**src/hdl/mmts_pkg.sv**
```systemverilog
package mmts_pkg;

  localparam int DATA_WIDTH = 64;
  localparam int ADDR_WIDTH = 16;
  localparam int BIT_W      = $clog2(DATA_WIDTH);
  localparam int CNT_W      = ADDR_WIDTH + 1;
  localparam int WC_W       = 17;
  localparam int BASE_W     = 16;
  localparam int CFG_IDX_W  = 8;
  localparam int CFG_DATA_W = 32;

  // march element codes
  localparam logic [2:0] EL_IDLE    = 3'd0;
  localparam logic [2:0] EL_W0_UP   = 3'd1;
  localparam logic [2:0] EL_R0W1_UP = 3'd2;
  localparam logic [2:0] EL_R1W0_DN = 3'd3;
  localparam logic [2:0] EL_R0W1_DN = 3'd4;
  localparam logic [2:0] EL_R1W0_UP = 3'd5;

  localparam logic CMD_START = 1'b0;
  localparam logic CMD_STEP  = 1'b1;

  localparam logic FAULT_READ_ONE  = 1'b0;
  localparam logic FAULT_READ_ZERO = 1'b1;

  localparam logic [CFG_IDX_W-1:0] REG_BASE_ADDRESS = 8'd0;
  localparam logic [CFG_IDX_W-1:0] REG_WORD_COUNT   = 8'd1;

  typedef struct packed {
    logic        cmd;
    logic [63:0] read_data;
  } in_item_t;

  typedef struct packed {
    logic [15:0] mem_address;
    logic        mem_read;
    logic        mem_write;
    logic [63:0] mem_write_data;
    logic        busy_res;
    logic        done_res;
    logic        passed;
    logic [15:0] fail_address;
    logic        fail_type;
  } out_item_t;

endpackage

```
**src/hdl/march_memory_test_sequencer.sv**
```systemverilog
// March C- style memory self-test sequencer (bit-oriented, five elements).
// Each transfer on the input channel is one step: cmd 0 starts a test, cmd 1
// advances it, carrying the word read on the previous step. Each step yields
// exactly one result transfer with the memory access to issue and the test
// status. Steps are accepted one per clock: the step logic sits between an
// input register and a result register, so an item passes through both
// registers before it is returned, and the rate is one item per cycle while
// the result side does not stall. Configuration (base_address, word_count) is written through
// the cfg port, which is always ready.
module march_memory_test_sequencer (
  input  logic                          clk,
  input  logic                          rst_n,
  input  logic                          in_valid,
  output logic                          in_stall,
  input  mmts_pkg::in_item_t            in_data,
  output logic                          out_valid,
  input  logic                          out_stall,
  output mmts_pkg::out_item_t           out_data,
  input  logic                          cfg_valid,
  output logic                          cfg_ready,
  input  logic [mmts_pkg::CFG_IDX_W-1:0]  cfg_index,
  input  logic [mmts_pkg::CFG_DATA_W-1:0] cfg_data
);
  import mmts_pkg::*;

  logic      take;
  logic      item_valid;
  in_item_t  item;
  out_item_t res;

  assign cfg_ready = 1'b1;

  mmts_in_stage u_in (
    .clk        (clk),
    .rst_n      (rst_n),
    .in_valid   (in_valid),
    .in_stall   (in_stall),
    .in_data    (in_data),
    .take       (take),
    .item_valid (item_valid),
    .item       (item)
  );

  mmts_engine u_engine (
    .clk       (clk),
    .rst_n     (rst_n),
    .cfg_we    (cfg_valid && cfg_ready),
    .cfg_index (cfg_index),
    .cfg_data  (cfg_data),
    .fire      (take),
    .item      (item),
    .res       (res)
  );

  mmts_out_stage u_out (
    .clk        (clk),
    .rst_n      (rst_n),
    .item_valid (item_valid),
    .res        (res),
    .take       (take),
    .out_valid  (out_valid),
    .out_stall  (out_stall),
    .out_data   (out_data)
  );

endmodule

```
**src/hdl/mmts_in_stage.sv**
```systemverilog
module mmts_in_stage (
  input  logic               clk,
  input  logic               rst_n,
  input  logic               in_valid,
  output logic               in_stall,
  input  mmts_pkg::in_item_t in_data,
  input  logic               take,
  output logic               item_valid,
  output mmts_pkg::in_item_t item
);
  import mmts_pkg::*;

  logic     valid_r;
  in_item_t item_r;
  logic     load;

  // hold the item until the engine takes it
  assign in_stall   = valid_r && !take;
  assign load       = in_valid && !in_stall;
  assign item_valid = valid_r;
  assign item       = item_r;

  always_ff @(posedge clk) begin
    if (!rst_n) begin
      valid_r <= 1'b0;
    end else if (load) begin
      valid_r <= 1'b1;
    end else if (take) begin
      valid_r <= 1'b0;
    end
  end

  always_ff @(posedge clk) begin
    if (load) begin
      item_r <= in_data;
    end
  end

endmodule

```
**src/hdl/mmts_engine.sv**
```systemverilog
module mmts_engine (
  input  logic                          clk,
  input  logic                          rst_n,
  input  logic                          cfg_we,
  input  logic [mmts_pkg::CFG_IDX_W-1:0]  cfg_index,
  input  logic [mmts_pkg::CFG_DATA_W-1:0] cfg_data,
  input  logic                          fire,
  input  mmts_pkg::in_item_t            item,
  output mmts_pkg::out_item_t           res
);
  import mmts_pkg::*;

  localparam int TW = 34;

  logic [BASE_W-1:0]     base_r;
  logic [WC_W-1:0]       count_r;
  logic [2:0]            elem_r, elem_nxt;
  logic [CNT_W-1:0]      wp_r, wp_nxt;
  logic [BIT_W-1:0]      bp_r, bp_nxt;
  logic                  rp_r, rp_nxt;
  logic                  fin_r, fin_nxt;
  logic                  pass_r, pass_nxt;
  logic [ADDR_WIDTH-1:0] faddr_r, faddr_nxt;
  logic                  fkind_r, fkind_nxt;

  logic [TW-1:0]         wc_t, lim_t;
  logic [CNT_W-1:0]      cnt, idx;
  logic [CNT_W:0]        wp_inc;
  logic                  last_word, up, top_down, want_one, is_one;
  logic [ADDR_WIDTH-1:0] addr;
  logic [BIT_W-1:0]      bsel;
  logic [DATA_WIDTH-1:0] bitv, data, wdata;
  logic [ADDR_WIDTH-1:0] o_addr;
  logic                  o_rd, o_wr;

  assign wc_t      = TW'(count_r);
  assign lim_t     = TW'(1) << ADDR_WIDTH;
  assign cnt       = CNT_W'((wc_t > lim_t) ? lim_t : wc_t);
  assign wp_inc    = {1'b0, wp_r} + 1'b1;
  assign last_word = wp_inc >= {1'b0, cnt};
  assign up        = (elem_r == EL_W0_UP) || (elem_r == EL_R0W1_UP) || (elem_r == EL_R1W0_UP);
  assign top_down  = (elem_r == EL_R0W1_UP) || (elem_r == EL_R1W0_UP);
  assign want_one  = (elem_r == EL_R1W0_DN) || (elem_r == EL_R1W0_UP);
  assign idx       = up ? wp_r : (cnt - 1'b1 - wp_r);
  assign addr      = ADDR_WIDTH'(CNT_W'(base_r) + idx);
  assign bsel      = top_down ? BIT_W'(DATA_WIDTH - 1) - bp_r : bp_r;
  assign bitv      = DATA_WIDTH'(1) << bsel;
  assign data      = item.read_data[DATA_WIDTH-1:0];
  assign is_one    = (data & bitv) != '0;

  always_comb begin
    elem_nxt  = elem_r;
    wp_nxt    = wp_r;
    bp_nxt    = bp_r;
    rp_nxt    = rp_r;
    fin_nxt   = fin_r;
    pass_nxt  = pass_r;
    faddr_nxt = faddr_r;
    fkind_nxt = fkind_r;
    o_addr    = '0;
    o_rd      = 1'b0;
    o_wr      = 1'b0;
    wdata     = '0;
    if (item.cmd == CMD_START) begin
      wp_nxt    = '0;
      bp_nxt    = '0;
      rp_nxt    = 1'b0;
      faddr_nxt = '0;
      fkind_nxt = 1'b0;
      if (cnt == '0) begin
        elem_nxt = EL_IDLE;
        fin_nxt  = 1'b1;
        pass_nxt = 1'b1;
      end else begin
        elem_nxt = EL_W0_UP;
        fin_nxt  = 1'b0;
        pass_nxt = 1'b0;
      end
    end else if (elem_r >= EL_W0_UP && elem_r <= EL_R1W0_UP) begin
      if (elem_r == EL_W0_UP) begin
        o_addr = addr;
        o_wr   = 1'b1;
        bp_nxt = '0;
        if (last_word) begin
          wp_nxt   = '0;
          elem_nxt = elem_r + 3'd1;
        end else begin
          wp_nxt = wp_inc[CNT_W-1:0];
        end
      end else if (!rp_r) begin
        o_addr = addr;
        o_rd   = 1'b1;
        rp_nxt = 1'b1;
      end else begin
        rp_nxt = 1'b0;
        if (is_one != want_one) begin
          faddr_nxt = addr;
          fkind_nxt = want_one ? FAULT_READ_ZERO : FAULT_READ_ONE;
          elem_nxt  = EL_IDLE;
          fin_nxt   = 1'b1;
          pass_nxt  = 1'b0;
        end else begin
          o_addr = addr;
          o_wr   = 1'b1;
          wdata  = want_one ? (data & ~bitv) : (data | bitv);
          if (bp_r == BIT_W'(DATA_WIDTH - 1)) begin
            // last bit of the word: move to the next word or element
            bp_nxt = '0;
            if (last_word) begin
              wp_nxt = '0;
              if (elem_r == EL_R1W0_UP) begin
                elem_nxt = EL_IDLE;
                fin_nxt  = 1'b1;
                pass_nxt = 1'b1;
              end else begin
                elem_nxt = elem_r + 3'd1;
              end
            end else begin
              wp_nxt = wp_inc[CNT_W-1:0];
            end
          end else begin
            bp_nxt = bp_r + 1'b1;
          end
        end
      end
    end
  end

  always_comb begin
    res.mem_address    = 16'(o_addr);
    res.mem_read       = o_rd;
    res.mem_write      = o_wr;
    res.mem_write_data = 64'(wdata);
    res.busy_res       = elem_nxt != EL_IDLE;
    res.done_res       = fin_nxt;
    res.passed         = fin_nxt && pass_nxt;
    res.fail_address   = 16'(faddr_nxt);
    res.fail_type      = fkind_nxt;
  end

  always_ff @(posedge clk) begin
    if (!rst_n) begin
      base_r  <= '0;
      count_r <= '0;
    end else if (cfg_we) begin
      if (cfg_index == REG_BASE_ADDRESS) begin
        base_r <= cfg_data[BASE_W-1:0];
      end else if (cfg_index == REG_WORD_COUNT) begin
        count_r <= cfg_data[WC_W-1:0];
      end
    end
  end

  always_ff @(posedge clk) begin
    if (!rst_n) begin
      elem_r  <= EL_IDLE;
      wp_r    <= '0;
      bp_r    <= '0;
      rp_r    <= 1'b0;
      fin_r   <= 1'b0;
      pass_r  <= 1'b0;
      faddr_r <= '0;
      fkind_r <= 1'b0;
    end else if (fire) begin
      elem_r  <= elem_nxt;
      wp_r    <= wp_nxt;
      bp_r    <= bp_nxt;
      rp_r    <= rp_nxt;
      fin_r   <= fin_nxt;
      pass_r  <= pass_nxt;
      faddr_r <= faddr_nxt;
      fkind_r <= fkind_nxt;
    end
  end

endmodule

```
**src/hdl/mmts_out_stage.sv**
```systemverilog
module mmts_out_stage (
  input  logic                clk,
  input  logic                rst_n,
  input  logic                item_valid,
  input  mmts_pkg::out_item_t res,
  output logic                take,
  output logic                out_valid,
  input  logic                out_stall,
  output mmts_pkg::out_item_t out_data
);
  import mmts_pkg::*;

  logic      valid_r;
  out_item_t data_r;

  // accept a new result whenever the register is empty or drains this cycle
  assign take      = item_valid && (!valid_r || !out_stall);
  assign out_valid = valid_r;
  assign out_data  = data_r;

  always_ff @(posedge clk) begin
    if (!rst_n) begin
      valid_r <= 1'b0;
    end else if (take) begin
      valid_r <= 1'b1;
    end else if (!out_stall) begin
      valid_r <= 1'b0;
    end
  end

  always_ff @(posedge clk) begin
    if (take) begin
      data_r <= res;
    end
  end

endmodule

```
**config.mk**
```make
export PLATFORM = sky130hd
export DESIGN_NAME = march_memory_test_sequencer
export DESIGN_NICKNAME = d
export VERILOG_FILES = /design/src/hdl/mmts_pkg.sv /design/src/hdl/march_memory_test_sequencer.sv /design/src/hdl/mmts_in_stage.sv /design/src/hdl/mmts_engine.sv /design/src/hdl/mmts_out_stage.sv
export SDC_FILE = /design/constraint.sdc
export NUM_CORES = 1
export LEC_CHECK = 0
export BUFFER_PORTS_ARGS = -buffer_cell sky130_fd_sc_hd__buf_2
export CORE_MARGIN = 3
export CORE_UTILIZATION = 51
export CTS_BUF_LIST = sky130_fd_sc_hd__clkbuf_16
export DETAILED_ROUTE_END_ITERATION = 16
export PLACE_DENSITY = 0.81
export SETUP_SLACK_MARGIN = 0.02
export SLEW_MARGIN = 10
export SYNTH_ARGS = -nofsm -noshare
export SYNTH_HDL_FRONTEND = slang
export SYNTH_SLANG_ARGS = --single-unit
```
**constraint.sdc**
```tcl
create_clock -name clk -period 18.3 [get_ports clk]
set_clock_uncertainty 0.2 [all_clocks]
set_input_delay 0.915 -clock clk [delete_from_list [all_inputs] [get_ports clk]]
set_output_delay 0.915 -clock clk [all_outputs]
set_load 0.03 [all_outputs]
```
==> impl_metrics.env <==
export IMPL_status="finished, final reports clean"
export IMPL_crit_path_max_incr_delay_ps=760
export IMPL_cellPowerDensity_mw_per_mm2=76.4
export IMPL_grt_start_max_net_pins=77
export IMPL_cts_tree="built"
export IMPL_num_vias=12300
export IMPL_grt_usage_pct=26.1
export IMPL_floorplan_initialDensity_pct=52.6
export IMPL_critical_path_required_ps=18530
export IMPL_fin_setup_tns_ps=0
export IMPL_critPathKind="reg2reg"
export IMPL_p_leak_nw=6.49
export IMPL_syn_avg_cell_area_sq_um=9.76
export IMPL_yosys_area_top_type="edfxtp_1"
export IMPL_postCtsHoldBufs=0
export IMPL_fin_crit_ps=6840
export IMPL_hold_viol=0
export IMPL_yosysSeqAreaShare_pct=46.0
export IMPL_cts_resized=0
export IMPL_ir_drop_mv=0.0687
export IMPL_hpwl_mm=28.6
export IMPL_cts_buffer_depth=3
export IMPL_multi_input_area_sq_mm=0.00712
export IMPL_grt_pass1_wl_mm=64.5
export IMPL_whs_ps=260
export IMPL_portBuffers=198
export IMPL_ios=215
export IMPL_path_clk_slew_ps=60
export IMPL_dr_wl_met3_mm=3.23
export IMPL_htree_levels=1
export IMPL_critical_path_arrival_ps=7070
export IMPL_seqPwrFrac_pct=50.1
export IMPL_yosysWarnings=0
export IMPL_place_congestion=0.936
export IMPL_synthCells=1477
export IMPL_first_global_vias=11900
export IMPL_die_x_microns=174
export IMPL_drv_slew=0
export IMPL_syn_area_sq_mm=0.0144
export IMPL_postRouteAntennaNets=0
export IMPL_async_reset_ff_share_pct=0
export IMPL_tightest_slew_ps=1110
export IMPL_drt_first_pass_iters=6
export IMPL_cts_setup_buffers=0
export IMPL_grt_overflow_total=0
export IMPL_synthTopCellsByArea="edfxtp_1 35%, dfxtp_1 11%, mux2i_1 6.2%"
export IMPL_power_switching_mw=0.307
export IMPL_clock_latency_ps=550
export IMPL_finalSetupViolations=0
export IMPL_top_layer="met4"
export IMPL_fmax_mhz=146
export IMPL_initialDrtViolationCount=1708
export IMPL_stdcell_count=2023
export IMPL_synth_most_common_cell="edfxtp_1"
export IMPL_row_count=60
export IMPL_cts_buffers=28
export IMPL_wl_per_cell_microns=20.3
export IMPL_hold_path_class="reg2reg"
export IMPL_clock_power_share_pct=41.7
export IMPL_dp_cells=1968
export IMPL_final_cell_area_sq_mm=0.0164
export IMPL_root_buffer="clkbuf_16"
export IMPL_cp_end_kind="flop"
export IMPL_dieArea_sq_mm=0.0303
export IMPL_m1WireLength_mm=17.0
export IMPL_wl_mm=41.1
export IMPL_ys_types=101
export IMPL_syn_nets=1640
export IMPL_register_area_sq_mm=0.00664
export IMPL_core_sq_mm=0.0274
export IMPL_drc=0
export IMPL_fp_dieH_microns=174
export IMPL_cp_start_kind="flop"
export IMPL_clock_sinks=248
export IMPL_synth_top_cell_area_share_pct=34.8
export IMPL_postSynthRegisterBits=248
export IMPL_rsz0062_at_grt="no"
export IMPL_slowest_stage="a41o_1"
export IMPL_dpl_cell_area_sq_mm=0.0156
export IMPL_fin_crit_sh_pct=37.4
export IMPL_drive_above_1_share_pct=18.1
export IMPL_final_fill_count=2267
export IMPL_synthToLayoutAreaGrowth_pct=13.9
export IMPL_swShare_pct=24.4
export IMPL_synth_flop_cell="edfxtp_1"
export IMPL_ys_top_cells_by_count="167 x edfxtp_1, 164 x nor2_1, 114 x nand2_1, 102 x a21oi_1, 90 x mux2i_1"
export IMPL_via_per_inst=6.10
export IMPL_worstPathCellList="nor4_1, a41o_1, and2_1, ha_1, fa_1, and3_1, o21ai_0, nor4b_1, o311ai_0, and3_1, maj3_1, o21bai_1, a21o_1, a21oi_1, xor2_1, o21ai_0, ha_1, o21a_1, nor2_1, inv_1, a31oi_1, xnor2_1, xnor2_1, a2bb2o_1"
export IMPL_synth_edff_count=167
export IMPL_drv_cap=0
export IMPL_num_nets_final=1789
export IMPL_p_int_mw=0.948
export IMPL_met2_length_mm=19.5
export IMPL_comb_power_share_pct=8.2
export IMPL_timing_slew_headroom_pct=25.7
export IMPL_antenna_found_initial=3
export IMPL_critPathMaxFanout=21
-- registers in the layout (all words and copies together), names as in the netlist --
register and cells:
u_engine.elem_r 3, u_out.out_valid 1, u_out.out_data 102, u_in.item_valid 1, u_engine.fin_r 1, u_engine.count_r 17, u_engine.fkind_r 1, u_engine.wp_r 17
u_engine.rp_r 1, u_engine.bp_r 6, u_in.item 65, u_engine.base_r 16, u_engine.faddr_r 16, u_engine.pass_r 1
-- per-stage QoR --
stage,setup WS (ps),utilization [%],power [mW]
global route,11020,59.9,1.29
finish,11460,59.9,1.25
global placement,11790,56.8,0.739
detailed placement,11560,56.8,0.741
CTS,11520,59.9,1.26
floorplan,12390,-,0.704
-- power groups by stage --
| stage | Combinational (mW) | Clock, mW | Sequential [mW] |
|---|---|---|---|
| 4_1_cts | 0.102 | 0.528 | 0.628 |
| 3_3_place_gp | 0.0993 | 0 | 0.640 |
| 5_1_grt | 0.110 | 0.554 | 0.630 |
| 3_5_place_dp | 0.102 | 0 | 0.640 |
| 2_1_floorplan | 0.0488 | 0 | 0.655 |
| 6_report | 0.103 | 0.523 | 0.629 |
-- placed cells by master, fill, tap and decap left out, types with 10 or more instances in the layout --
master / instances
nor3_1: 28
edfxtp_1: 167
mux2i_1: 90
nor2_1: 163
a31oi_1: 21
nor4_1: 11
a22o_1: 13
buf_4: 14
a211oi_1: 15
nand4_1: 17
buf_2: 198
nand2b_1: 10
and2_1: 11
xor2_1: 16
ha_1: 51
nand3_1: 37
dfxtp_1: 81
inv_1: 73
nand2_1: 114
or3_1: 40
nor2b_1: 16
o21ai_1: 11
a21o_1: 16
xnor2_1: 31
a21oi_1: 101
o21ai_0: 66
clkbuf_16: 29
and3_1: 18
-- cell families (layout without fill, tap and decap cells) --
| logic type | after synthesis | count (layout) | share of synthesized area [%] |
|---|---|---|---|
| mux | 106 | 106 | 7.85 |
| other cells | 1 | 4 | 0.0260 |
| compound gates | 350 | 350 | 16.2 |
| xor+xnor | 47 | 47 | 2.86 |
| buf+inv | 158 | 329 | 4.72 |
| flops | 248 | 248 | 46.0 |
| fa+ha+maj | 55 | 55 | 4.84 |
| simple gates | 512 | 512 | 17.5 |
-- worst max-delay path, delay by kind of cell (launching register included) --
kind	cells	cell delay, ps
compound gates	10	2610
xor+xnor	3	530
fa+ha+maj	4	1150
buf+inv	1	60
flops	1	320
simple gates	6	1860
-- worst paths after layout --
kind                                             end            startpoint  cells after the start  slack (ps)
worst min-delay path            u_engine.faddr_r[14]  u_engine.faddr_r[14]                      2         260
worst max-delay path            u_engine.faddr_r[15]  u_engine.count_r[12]                     24       11460
worst min register to register  u_engine.faddr_r[14]  u_engine.faddr_r[14]                      2         260
worst max register to register  u_engine.faddr_r[15]  u_engine.count_r[12]                     24       11460
-- metal layers --
layer,vias to the layer above,global-route usage [%]
li1,5748,-
met1,5881,36.1
met2,617,43.0
met3,102,3.69
met4,0,7.71
met5,-,0
-- final cells by class --
class                           count  share of cell area (%)
Multi-Input combinational cell   1071                    43.3
Sequential cell                   248                    40.4
Timing Repair Buffer              212                    6.67
Clock buffer                       29                    4.42
Tap cell                          372                    2.83
Inverter                           65                    1.50
Clock inverter                     23                   0.777
Antenna cell                        3                  0.0457
Note: power is estimated with default switching activity, not from simulation.
